<file path="config.mk">
export PLATFORM = sky130hd
export DESIGN_NAME = osc_argument_tokenizer_core_flat
export DESIGN_NICKNAME = d
export VERILOG_FILES = /design/src/design/otok_pkg.sv /design/src/design/otok_stream_if.sv /design/src/design/otok_in_stage.sv /design/src/design/otok_parse.sv /design/src/design/otok_out_queue.sv /design/src/design/osc_argument_tokenizer_core.sv /design/src/flat_wrapper.sv
export SDC_FILE = /design/constraint.sdc
export NUM_CORES = 1
export LEC_CHECK = 0
export BUFFER_PORTS_ARGS = -buffer_cell sky130_fd_sc_hd__buf_2
export CELL_PAD_IN_SITES_DETAIL_PLACEMENT = 1
export CELL_PAD_IN_SITES_GLOBAL_PLACEMENT = 1
export CORE_ASPECT_RATIO = 0.9
export CORE_MARGIN = 2
export CORE_UTILIZATION = 48
export CTS_CLUSTER_SIZE = 40
export DETAILED_ROUTE_END_ITERATION = 10
export PLACE_DENSITY_LB_ADDON = 0.08
export SLEW_MARGIN = 25
export SYNTH_ARGS = -nofsm -noshare
export SYNTH_HDL_FRONTEND = slang
export SYNTH_SLANG_ARGS = --single-unit
</file>
<file path="constraint.sdc">
create_clock -name clk -period 5.9 [get_ports clk]
set_input_delay 1.18 -clock clk [delete_from_list [all_inputs] [get_ports clk]]
set_output_delay 1.18 -clock clk [all_outputs]
set_load 0.02 [all_outputs]
</file>
<file path="src/design/otok_pkg.sv">
package otok_pkg;

    localparam int unsigned MAX_ARGS = 16;
    localparam int unsigned MAX_LEN  = 4096;

    localparam int unsigned POS_W = 13;
    localparam int unsigned OFF_W = 12;
    localparam int unsigned CNT_W = 5;

    localparam logic [7:0] CHAR_SEMICOLON = 8'h3B;
    localparam logic [7:0] CHAR_SPACE     = 8'h20;
    localparam logic [7:0] CHAR_TAB       = 8'h09;
    localparam logic [7:0] CHAR_DASH      = 8'h2D;
    localparam logic [7:0] CHAR_EQUALS    = 8'h3D;

    localparam logic KIND_TOKEN   = 1'b0;
    localparam logic KIND_SUMMARY = 1'b1;

    localparam logic [1:0] DASH_NONE   = 2'd0;
    localparam logic [1:0] DASH_ONE    = 2'd1;
    localparam logic [1:0] DASH_PREFIX = 2'd2;

    typedef struct packed {
        logic             result_kind;
        logic [OFF_W-1:0] key_start;
        logic [POS_W-1:0] key_length;
        logic             value_present;
        logic [POS_W-1:0] value_start;
        logic [POS_W-1:0] value_length;
        logic             payload_present;
        logic [POS_W-1:0] payload_start;
        logic [OFF_W-1:0] payload_length;
        logic [CNT_W-1:0] argument_count;
        logic             last_result;
    } otok_result_t;

    typedef struct packed {
        logic [1:0]   count;
        otok_result_t first;
        otok_result_t second;
    } otok_push_t;

endpackage

</file>
<file path="src/design/otok_stream_if.sv">
interface otok_byte_if;
    logic       valid;
    logic       ready;
    logic [7:0] byte_value;
    logic       final_byte;

    modport source (output valid, byte_value, final_byte, input ready);
    modport sink (input valid, byte_value, final_byte, output ready);
endinterface

interface otok_result_if;
    logic                         valid;
    logic                         ready;
    logic                         result_kind;
    logic [otok_pkg::OFF_W-1:0]   key_start;
    logic [otok_pkg::POS_W-1:0]   key_length;
    logic                         value_present;
    logic [otok_pkg::POS_W-1:0]   value_start;
    logic [otok_pkg::POS_W-1:0]   value_length;
    logic                         payload_present;
    logic [otok_pkg::POS_W-1:0]   payload_start;
    logic [otok_pkg::OFF_W-1:0]   payload_length;
    logic [otok_pkg::CNT_W-1:0]   argument_count;
    logic                         last_result;

    modport source (
        output valid, result_kind, key_start, key_length, value_present, value_start,
               value_length, payload_present, payload_start, payload_length,
               argument_count, last_result,
        input  ready
    );
    modport sink (
        input  valid, result_kind, key_start, key_length, value_present, value_start,
               value_length, payload_present, payload_start, payload_length,
               argument_count, last_result,
        output ready
    );
endinterface

</file>
<file path="src/design/otok_in_stage.sv">
module otok_in_stage (
    input  logic              clk,
    input  logic              rst_n,
    otok_byte_if.sink         byte_ch,
    input  logic              take,
    output logic              item_valid,
    output logic [7:0]        item_byte,
    output logic              item_final
);

    logic       valid_reg;
    logic       valid_next;
    logic [7:0] byte_reg;
    logic       final_reg;
    logic       load;

    assign byte_ch.ready = !valid_reg || take;
    assign load          = byte_ch.valid && byte_ch.ready;

    always_comb
    begin
        valid_next = valid_reg;
        if (load)
        begin
            valid_next = 1'b1;
        end
        else if (take)
        begin
            valid_next = 1'b0;
        end
    end

    always_ff @(posedge clk or negedge rst_n)
    begin
        if (!rst_n)
        begin
            valid_reg <= 1'b0;
        end
        else
        begin
            valid_reg <= valid_next;
        end
    end

    always_ff @(posedge clk)
    begin
        if (load)
        begin
            byte_reg  <= byte_ch.byte_value;
            final_reg <= byte_ch.final_byte;
        end
    end

    assign item_valid = valid_reg;
    assign item_byte  = byte_reg;
    assign item_final = final_reg;

endmodule

</file>
<file path="src/design/otok_parse.sv">
module otok_parse (
    input  logic                 clk,
    input  logic                 rst_n,
    input  logic                 item_valid,
    input  logic [7:0]           item_byte,
    input  logic                 item_final,
    input  logic [1:0]           space,
    output logic                 take,
    output otok_pkg::otok_push_t push
);

    typedef enum logic [1:0] {
        PH_SKIP,
        PH_TOKEN,
        PH_PAYLOAD
    } phase_t;

    phase_t                      phase_reg, phase_next;
    logic [otok_pkg::POS_W-1:0]  pos_reg, pos_next;
    logic [otok_pkg::OFF_W-1:0]  tbeg_reg, tbeg_next;
    logic [1:0]                  dash_reg, dash_next;
    logic                        eq_reg, eq_next;
    logic [otok_pkg::OFF_W-1:0]  eqpos_reg, eqpos_next;
    logic [otok_pkg::CNT_W-1:0]  tok_reg, tok_next;
    logic [otok_pkg::POS_W-1:0]  pbeg_reg, pbeg_next;

    logic                        in_range;
    logic                        is_semi;
    logic                        is_space;
    logic                        eq_open;
    logic                        close_sep;
    logic                        close_fin;
    logic                        emit;
    logic [1:0]                  need;
    logic [otok_pkg::POS_W-1:0]  tend;
    logic [otok_pkg::POS_W-1:0]  kstart;
    logic [otok_pkg::POS_W-1:0]  eq13;
    otok_pkg::otok_result_t      tok_res;
    otok_pkg::otok_result_t      sum_res;

    assign in_range = pos_reg < otok_pkg::POS_W'(otok_pkg::MAX_LEN);
    assign is_semi  = item_byte == otok_pkg::CHAR_SEMICOLON;
    assign is_space = (item_byte == otok_pkg::CHAR_SPACE) || (item_byte == otok_pkg::CHAR_TAB);

    always_comb
    begin
        phase_next = phase_reg;
        pos_next   = pos_reg;
        tbeg_next  = tbeg_reg;
        dash_next  = dash_reg;
        eq_next    = eq_reg;
        eqpos_next = eqpos_reg;
        pbeg_next  = pbeg_reg;
        close_sep  = 1'b0;
        eq_open    = eq_reg;
        if (in_range)
        begin
            pos_next = pos_reg + 1'b1;
            if (phase_reg == PH_PAYLOAD)
            begin
                pbeg_next = pbeg_reg;
            end
            else if (is_semi)
            begin
                close_sep  = phase_reg == PH_TOKEN;
                phase_next = PH_PAYLOAD;
                pbeg_next  = pos_reg + 1'b1;
            end
            else if (is_space)
            begin
                close_sep  = phase_reg == PH_TOKEN;
                phase_next = PH_SKIP;
            end
            else
            begin
                if (phase_reg == PH_SKIP)
                begin
                    phase_next = PH_TOKEN;
                    tbeg_next  = pos_reg[otok_pkg::OFF_W-1:0];
                    dash_next  = (item_byte == otok_pkg::CHAR_DASH) ?
                                 otok_pkg::DASH_ONE : otok_pkg::DASH_NONE;
                    eq_next    = 1'b0;
                    eqpos_next = '0;
                    eq_open    = 1'b0;
                end
                else if ((pos_reg == {1'b0, tbeg_reg} + 1'b1) &&
                         (dash_reg == otok_pkg::DASH_ONE) &&
                         (item_byte == otok_pkg::CHAR_DASH))
                begin
                    dash_next = otok_pkg::DASH_PREFIX;
                end
                if ((item_byte == otok_pkg::CHAR_EQUALS) && !eq_open)
                begin
                    eq_next    = 1'b1;
                    eqpos_next = pos_reg[otok_pkg::OFF_W-1:0];
                end
            end
        end
    end

    // A token still open at the final byte closes one past the last counted byte.
    assign close_fin = item_final && (phase_next == PH_TOKEN);
    assign tend      = close_sep ? pos_reg : pos_next;
    assign emit      = (close_sep || close_fin) &&
                       (tok_reg < otok_pkg::CNT_W'(otok_pkg::MAX_ARGS));
    assign tok_next  = tok_reg + otok_pkg::CNT_W'(emit);
    assign need      = 2'(emit) + 2'(item_final);
    assign take      = item_valid && (need <= space);

    assign kstart = {1'b0, tbeg_next} +
                    ((dash_next == otok_pkg::DASH_PREFIX) ? 13'd2 : 13'd0);
    assign eq13   = {1'b0, eqpos_next};

    always_comb
    begin
        tok_res                 = '0;
        tok_res.result_kind     = otok_pkg::KIND_TOKEN;
        tok_res.key_start       = kstart[otok_pkg::OFF_W] ? '1 : kstart[otok_pkg::OFF_W-1:0];
        tok_res.argument_count  = tok_next;
        tok_res.last_result     = 1'b0;
        if (eq_next)
        begin
            tok_res.value_present = 1'b1;
            tok_res.key_length    = eq13 - kstart;
            tok_res.value_start   = eq13 + 1'b1;
            tok_res.value_length  = tend - (eq13 + 1'b1);
        end
        else
        begin
            tok_res.key_length    = (tend >= kstart) ? (tend - kstart) : '0;
        end

        sum_res                 = '0;
        sum_res.result_kind     = otok_pkg::KIND_SUMMARY;
        sum_res.argument_count  = tok_next;
        sum_res.last_result     = 1'b1;
        if (phase_next == PH_PAYLOAD)
        begin
            sum_res.payload_present = 1'b1;
            sum_res.payload_start   = pbeg_next;
            sum_res.payload_length  = otok_pkg::OFF_W'(pos_next - pbeg_next);
        end
    end

    assign push.count  = take ? need : 2'd0;
    assign push.first  = emit ? tok_res : sum_res;
    assign push.second = sum_res;

    always_ff @(posedge clk or negedge rst_n)
    begin
        if (!rst_n)
        begin
            phase_reg <= PH_SKIP;
            pos_reg   <= '0;
            tbeg_reg  <= '0;
            dash_reg  <= otok_pkg::DASH_NONE;
            eq_reg    <= 1'b0;
            eqpos_reg <= '0;
            tok_reg   <= '0;
            pbeg_reg  <= '0;
        end
        else if (take)
        begin
            if (item_final)
            begin
                phase_reg <= PH_SKIP;
                pos_reg   <= '0;
                tbeg_reg  <= '0;
                dash_reg  <= otok_pkg::DASH_NONE;
                eq_reg    <= 1'b0;
                eqpos_reg <= '0;
                tok_reg   <= '0;
                pbeg_reg  <= '0;
            end
            else
            begin
                phase_reg <= phase_next;
                pos_reg   <= pos_next;
                tbeg_reg  <= tbeg_next;
                dash_reg  <= dash_next;
                eq_reg    <= eq_next;
                eqpos_reg <= eqpos_next;
                tok_reg   <= tok_next;
                pbeg_reg  <= pbeg_next;
            end
        end
    end

endmodule

</file>
<file path="src/design/otok_out_queue.sv">
module otok_out_queue (
    input  logic                 clk,
    input  logic                 rst_n,
    input  otok_pkg::otok_push_t push,
    output logic [1:0]           space,
    otok_result_if.source        result_ch
);

    otok_pkg::otok_result_t q_reg [2];
    logic [1:0]             count_reg, count_next;
    logic                   rd_reg, rd_next;
    logic                   pop;
    logic                   wr0;
    otok_pkg::otok_result_t head;

    assign pop        = (count_reg != 2'd0) && result_ch.ready;
    assign space      = 2'd2 - count_reg + 2'(pop);
    assign wr0        = rd_reg ^ count_reg[0];
    assign rd_next    = rd_reg ^ pop;
    assign count_next = count_reg - 2'(pop) + push.count;

    always_ff @(posedge clk or negedge rst_n)
    begin
        if (!rst_n)
        begin
            count_reg <= 2'd0;
            rd_reg    <= 1'b0;
        end
        else
        begin
            count_reg <= count_next;
            rd_reg    <= rd_next;
        end
    end

    always_ff @(posedge clk)
    begin
        if (push.count != 2'd0)
        begin
            q_reg[wr0] <= push.first;
        end
        if (push.count == 2'd2)
        begin
            q_reg[!wr0] <= push.second;
        end
    end

    assign head = q_reg[rd_reg];

    assign result_ch.valid           = count_reg != 2'd0;
    assign result_ch.result_kind     = head.result_kind;
    assign result_ch.key_start       = head.key_start;
    assign result_ch.key_length      = head.key_length;
    assign result_ch.value_present   = head.value_present;
    assign result_ch.value_start     = head.value_start;
    assign result_ch.value_length    = head.value_length;
    assign result_ch.payload_present = head.payload_present;
    assign result_ch.payload_start   = head.payload_start;
    assign result_ch.payload_length  = head.payload_length;
    assign result_ch.argument_count  = head.argument_count;
    assign result_ch.last_result     = head.last_result;

endmodule

</file>
<file path="src/design/osc_argument_tokenizer_core.sv">
// A byte passes through the input register and the combinational parser into the
// two-entry result queue, whose registered head is then offered as the result.
// Throughput: one byte per cycle while the result queue has room; a final byte
// that closes a token pushes two results, and the queue pops one per cycle.
// Reset (rst_n, asynchronous, active low) empties the input register and the
// two-entry result queue and returns the tokenizer to skipping whitespace.
module osc_argument_tokenizer_core (
    input  logic          clk,
    input  logic          rst_n,
    otok_byte_if.sink     byte_ch,
    otok_result_if.source result_ch
);

    logic                 item_valid;
    logic [7:0]           item_byte;
    logic                 item_final;
    logic                 take;
    logic [1:0]           space;
    otok_pkg::otok_push_t push;

    otok_in_stage u_in_stage (
        .clk        (clk),
        .rst_n      (rst_n),
        .byte_ch    (byte_ch),
        .take       (take),
        .item_valid (item_valid),
        .item_byte  (item_byte),
        .item_final (item_final)
    );

    otok_parse u_parse (
        .clk        (clk),
        .rst_n      (rst_n),
        .item_valid (item_valid),
        .item_byte  (item_byte),
        .item_final (item_final),
        .space      (space),
        .take       (take),
        .push       (push)
    );

    otok_out_queue u_out_queue (
        .clk       (clk),
        .rst_n     (rst_n),
        .push      (push),
        .space     (space),
        .result_ch (result_ch)
    );

endmodule

</file>
<file path="src/flat_wrapper.sv">
// flat-port wrapper written by rule: the top's interface ports become plain ports
module osc_argument_tokenizer_core_flat 
  (clk, rst_n, byte_ch_valid, byte_ch_byte_value, byte_ch_final_byte, byte_ch_ready, result_ch_valid, result_ch_result_kind, result_ch_key_start, result_ch_key_length, result_ch_value_present, result_ch_value_start, result_ch_value_length, result_ch_payload_present, result_ch_payload_start, result_ch_payload_length, result_ch_argument_count, result_ch_last_result, result_ch_ready);
  otok_byte_if byte_ch_i ();
  otok_result_if result_ch_i ();
  input  logic clk;
  input  logic rst_n;
  input wire logic [$bits(byte_ch_i.valid)-1:0] byte_ch_valid;
  input wire logic [$bits(byte_ch_i.byte_value)-1:0] byte_ch_byte_value;
  input wire logic [$bits(byte_ch_i.final_byte)-1:0] byte_ch_final_byte;
  output wire logic [$bits(byte_ch_i.ready)-1:0] byte_ch_ready;
  output wire logic [$bits(result_ch_i.valid)-1:0] result_ch_valid;
  output wire logic [$bits(result_ch_i.result_kind)-1:0] result_ch_result_kind;
  output wire logic [$bits(result_ch_i.key_start)-1:0] result_ch_key_start;
  output wire logic [$bits(result_ch_i.key_length)-1:0] result_ch_key_length;
  output wire logic [$bits(result_ch_i.value_present)-1:0] result_ch_value_present;
  output wire logic [$bits(result_ch_i.value_start)-1:0] result_ch_value_start;
  output wire logic [$bits(result_ch_i.value_length)-1:0] result_ch_value_length;
  output wire logic [$bits(result_ch_i.payload_present)-1:0] result_ch_payload_present;
  output wire logic [$bits(result_ch_i.payload_start)-1:0] result_ch_payload_start;
  output wire logic [$bits(result_ch_i.payload_length)-1:0] result_ch_payload_length;
  output wire logic [$bits(result_ch_i.argument_count)-1:0] result_ch_argument_count;
  output wire logic [$bits(result_ch_i.last_result)-1:0] result_ch_last_result;
  input wire logic [$bits(result_ch_i.ready)-1:0] result_ch_ready;
  assign byte_ch_i.valid = byte_ch_valid;
  assign byte_ch_i.byte_value = byte_ch_byte_value;
  assign byte_ch_i.final_byte = byte_ch_final_byte;
  assign byte_ch_ready = byte_ch_i.ready;
  assign result_ch_valid = result_ch_i.valid;
  assign result_ch_result_kind = result_ch_i.result_kind;
  assign result_ch_key_start = result_ch_i.key_start;
  assign result_ch_key_length = result_ch_i.key_length;
  assign result_ch_value_present = result_ch_i.value_present;
  assign result_ch_value_start = result_ch_i.value_start;
  assign result_ch_value_length = result_ch_i.value_length;
  assign result_ch_payload_present = result_ch_i.payload_present;
  assign result_ch_payload_start = result_ch_i.payload_start;
  assign result_ch_payload_length = result_ch_i.payload_length;
  assign result_ch_argument_count = result_ch_i.argument_count;
  assign result_ch_last_result = result_ch_i.last_result;
  assign result_ch_i.ready = result_ch_ready;
  osc_argument_tokenizer_core u_core (.clk(clk), .rst_n(rst_n), .byte_ch(byte_ch_i), .result_ch(result_ch_i));
endmodule
</file>
==> out/results.ini <==
[routing]
drc=0
firstDrtPassIters=5
postRouteAntennaNets=0
vias=11659
viasPerCell=5.99
detail_route.wirelength_mm=44.4
wl_per_cell_um=22.8
detail_route.iter0.violations=878

[place]
hpwl_mm=31.9
gp_routability_congestion=0.950
port_buffers=99

[clocking]
tritoncts=built
cts-buffers-inserted=28
htreeDepth=1
clockBufferDepth=3
cts-root-buf=clkbuf_16
ctsHoldBuffers=0
clkSinkCount=241
clkLatencyLatePin_ns=0.56
clk_pin_slew_worst_paths_ns=0.06

[critical_path]
setup.worst_path.start_class=flip-flop
crit_required_ns=6.39
crit_chain=and4_1 > nand2_1 > xnor2_1 > or4_1 > nor3_1 > nand3_1 > or3_1 > a21oi_2 > ha_1 > nand4_1 > nor2_1 > xnor2_1 > mux2i_1 > inv_1 > ha_1 > nand3_1 > o31a_1 > o31a_1 > buf_4 > o32ai_2 > a22o_1
startpoint=u_core.u_parse.tbeg_reg[4]$_DFFE_PN0P_
r2r-end=u_core.u_out_queue.q_reg[0][65]$_SDFFE_PP0P_
critPathCaptureType=flip-flop
worstPathArrival_ns=6.07
reg2reg_from=u_core.u_parse.tbeg_reg[4]$_DFFE_PN0P_
max_stage_delay_ns=0.52
cp.depth=21
reg2regPathDepth=21
critical-path-top-delay-family=simple AND/OR/NAND/NOR gates
cp_slowest_cell=or4_1
crit_type=flip-flop to flip-flop
crit_buf_inv=2
critPathMaxFanout=10
critPathCapture=u_core.u_out_queue.q_reg[0][65]$_SDFFE_PP0P_
r2r_slack_ns=0.32

[power]
vdd_drop_max_uv=615
internal_power_mw=5.17
switching_share_pct=47.2
p_clk_share_pct=18.1
pwr-share-comb_pct=56.2
p_leak_nw=6.75
power_density_nw_per_um2=615
p_seq_share_pct=25.7
switching_power_mw=4.62

[synthesis]
syn-num-nets=1537
yosysSeqAreaShare_pct=42.1
netlist_instances=1461
synth_edf_count=71
syn_area_per_cell_um2=9.51
synth_cell_types=82
netlist_area_um2=13900
yosys_warnings=0
synth-seq-cells=241
async_flop_share_pct=26.6
ys.flop_type=dfxtp_1

[sta]
setup_tns_ns=0
drv_slew=0
fmax_mhz=179
period_share_pct=94.6
hold_viol=0
skew_ns=0.0156
period_needed_ns=5.58
holdWs_ns=0.444
worst_pin_slew_ns=0.920
slew_headroom_pct=38.6
setup_viol=0

[layout]
drive_gt1_share_pct=20.6
fin_util_pct=55.4
area_growth_pct=14.5
final_nets=1637
largest_register_ffs=168
num_antenna_cells=0

[grt]
grt_usage_pct=29.3
grt_pass1_vias=11807
grt_max_degree=65
grt_pass1_wl_mm=68.7
antenna_found_initial=0
grt_overflow=0

[die]
ios=100
die_x_um=183
dieHeight_um=165
floorplan.rows=59
initial_core_util_pct=48.4
core_area_um2=28700
dieArea_um2=30300

[run_status]
status=finished, final reports clean

[run]
cap_violations=0

[min_path]
hold_depth=2
min_path_type=flip-flop to flip-flop

## placed cells by master, fill, tap and decap left out, drive strengths merged, types with 9 or more instances in the layout
master  Yosys  routed
a21o       22      22
a21oi      56      56
a22o       74      74
and2       12      12
and3        9       9
buf        17     151
clkbuf     64      43
dfrtp      64      64
dfxtp     106     106
edfxtp     71      71
ha         59      59
inv        51      52
mux2       84      84
mux2i      14      14
nand2     161     161
nand2b     15      15
nand3      33      33
nand4      10      10
nor2      138     138
nor2b      20      20
nor3       15      15
o21ai     131     131
o31ai      11      11
xnor2      76      76
xor2       41      41
## cells in the mapped netlist (6+ instances only)
cell type | n | share of area [%]
nand2_1 | 160 | 4.3
nor2_1 | 137 | 3.7
o21ai_0 | 126 | 4.5
dfxtp_1 | 106 | 15
mux2_2 | 83 | 6.7
xnor2_1 | 75 | 4.7
a22o_1 | 74 | 4.7
edfxtp_1 | 71 | 15
clkbuf_1 | 64 | 1.7
dfrtp_1 | 64 | 12
ha_1 | 59 | 5.3
a21oi_1 | 54 | 1.9
inv_1 | 49 | 1.3
xor2_1 | 41 | 2.6
nand3_1 | 32 | 1.2
a21o_1 | 22 | 1.2
nor2b_1 | 20 | 0.90
nand2b_1 | 15 | 0.68
mux2i_1 | 13 | 0.94
and2_1 | 12 | 0.54
nor3_1 | 12 | 0.43
o31ai_1 | 11 | 0.59
nand4_1 | 10 | 0.45
and3_1 | 9 | 0.41
a31oi_1 | 7 | 0.32
a22oi_1 | 6 | 0.32
buf_1 | 6 | 0.16
buf_2 | 6 | 0.22
nor4_1 | 6 | 0.27
or3_1 | 6 | 0.27
## per-layer routing
layer / wire length, um / global-route usage (%)
met1: 21100 / 42.7
met2: 19700 / 46.0
met3: 2420 / 3.93
met4: 1110 / 7.35
met5: 0 / 0
## worst min-delay path by stage
| stage | startpoint | endpoint | slack [ns] |
|---|---|---|---|
| 2_1_floorplan | u_core.u_out_queue.q_reg[1][58]$_SDFFE_PP0P_ | u_core.u_out_queue.q_reg[1][58]$_SDFFE_PP0P_ | 0.42 |
| 4_1_cts | u_core.u_out_queue.q_reg[0][58]$_SDFFE_PP0P_ | u_core.u_out_queue.q_reg[0][58]$_SDFFE_PP0P_ | 0.45 |
| 6_report | u_core.u_out_queue.q_reg[0][58]$_SDFFE_PP0P_ | u_core.u_out_queue.q_reg[0][58]$_SDFFE_PP0P_ | 0.44 |
| 3_3_place_gp | u_core.u_out_queue.q_reg[1][58]$_SDFFE_PP0P_ | u_core.u_out_queue.q_reg[1][58]$_SDFFE_PP0P_ | 0.43 |
| 3_5_place_dp | u_core.u_out_queue.q_reg[0][58]$_SDFFE_PP0P_ | u_core.u_out_queue.q_reg[0][58]$_SDFFE_PP0P_ | 0.44 |
| 5_1_grt | u_core.u_out_queue.q_reg[0][44]$_SDFFE_PP0P_ | u_core.u_out_queue.q_reg[0][44]$_SDFFE_PP0P_ | 0.47 |
## area by class of cell
cell class / instances / area, um^2
Tap cell: 366 / 458
Multi-Input combinational cell: 1088 / 7560
Inverter: 51 / 191
Clock buffer: 43 / 842
Timing Repair Buffer: 151 / 911
Sequential cell: 241 / 5860
Fill cell: 3284 / 12800
Clock inverter: 8 / 91.3
## what timing repair did
action	4_1_cts	5_1_grt
gates resized for setup	0	15
endpoints found under the hold margin	0	0
setup endpoints to repair	0	27
setup buffers	0	2
## kinds of logic (layout without fill, tap and decap cells)
kind of cell	Yosys count	in the layout	synth area share [%]
flops	241	241	42.1
buf+inv	132	253	3.81
mux	98	98	7.91
fa+ha+maj	65	65	6.04
xor+xnor	118	118	7.59
compound gates	354	354	17.1
simple gates	453	453	15.4
## metrics by stage
| step | instance area [um^2] | setup slack [ns] | instances | power (mW) |
|---|---|---|---|---|
| 5_1_grt | 15900 | -0.000293 | 1948 | 10.3 |
| 3_5_place_dp | 14900 | 0.244 | 1895 | 7.96 |
| 4_1_cts | 15900 | 0.140 | 1946 | 9.76 |
| 3_3_place_gp | 14900 | 0.415 | 1895 | 7.85 |
| 6_report | 15900 | 0.318 | 1948 | 9.79 |
| 2_1_floorplan | 13900 | 0.831 | 1461 | 6.20 |
## tightest hold or removal path, delay by kind of cell, from the launching register on
kind | cells | cell delay, ns
flip-flops | 1 | 0.31
AND/OR/NAND/NOR | 2 | 0.09
## power groups by stage
stage                     Sequential (mW)  Clock [mW]  Combinational [mW]
after floorplan                      2.40           0                3.80
after global placement               2.53           0                5.32
after detailed placement             2.55           0                5.41
after CTS                            2.52        1.79                5.46
after global routing                 2.56        1.85                5.93
final                                2.52        1.77                5.51
No activity file was read; power rests on OpenSTA's default activity.
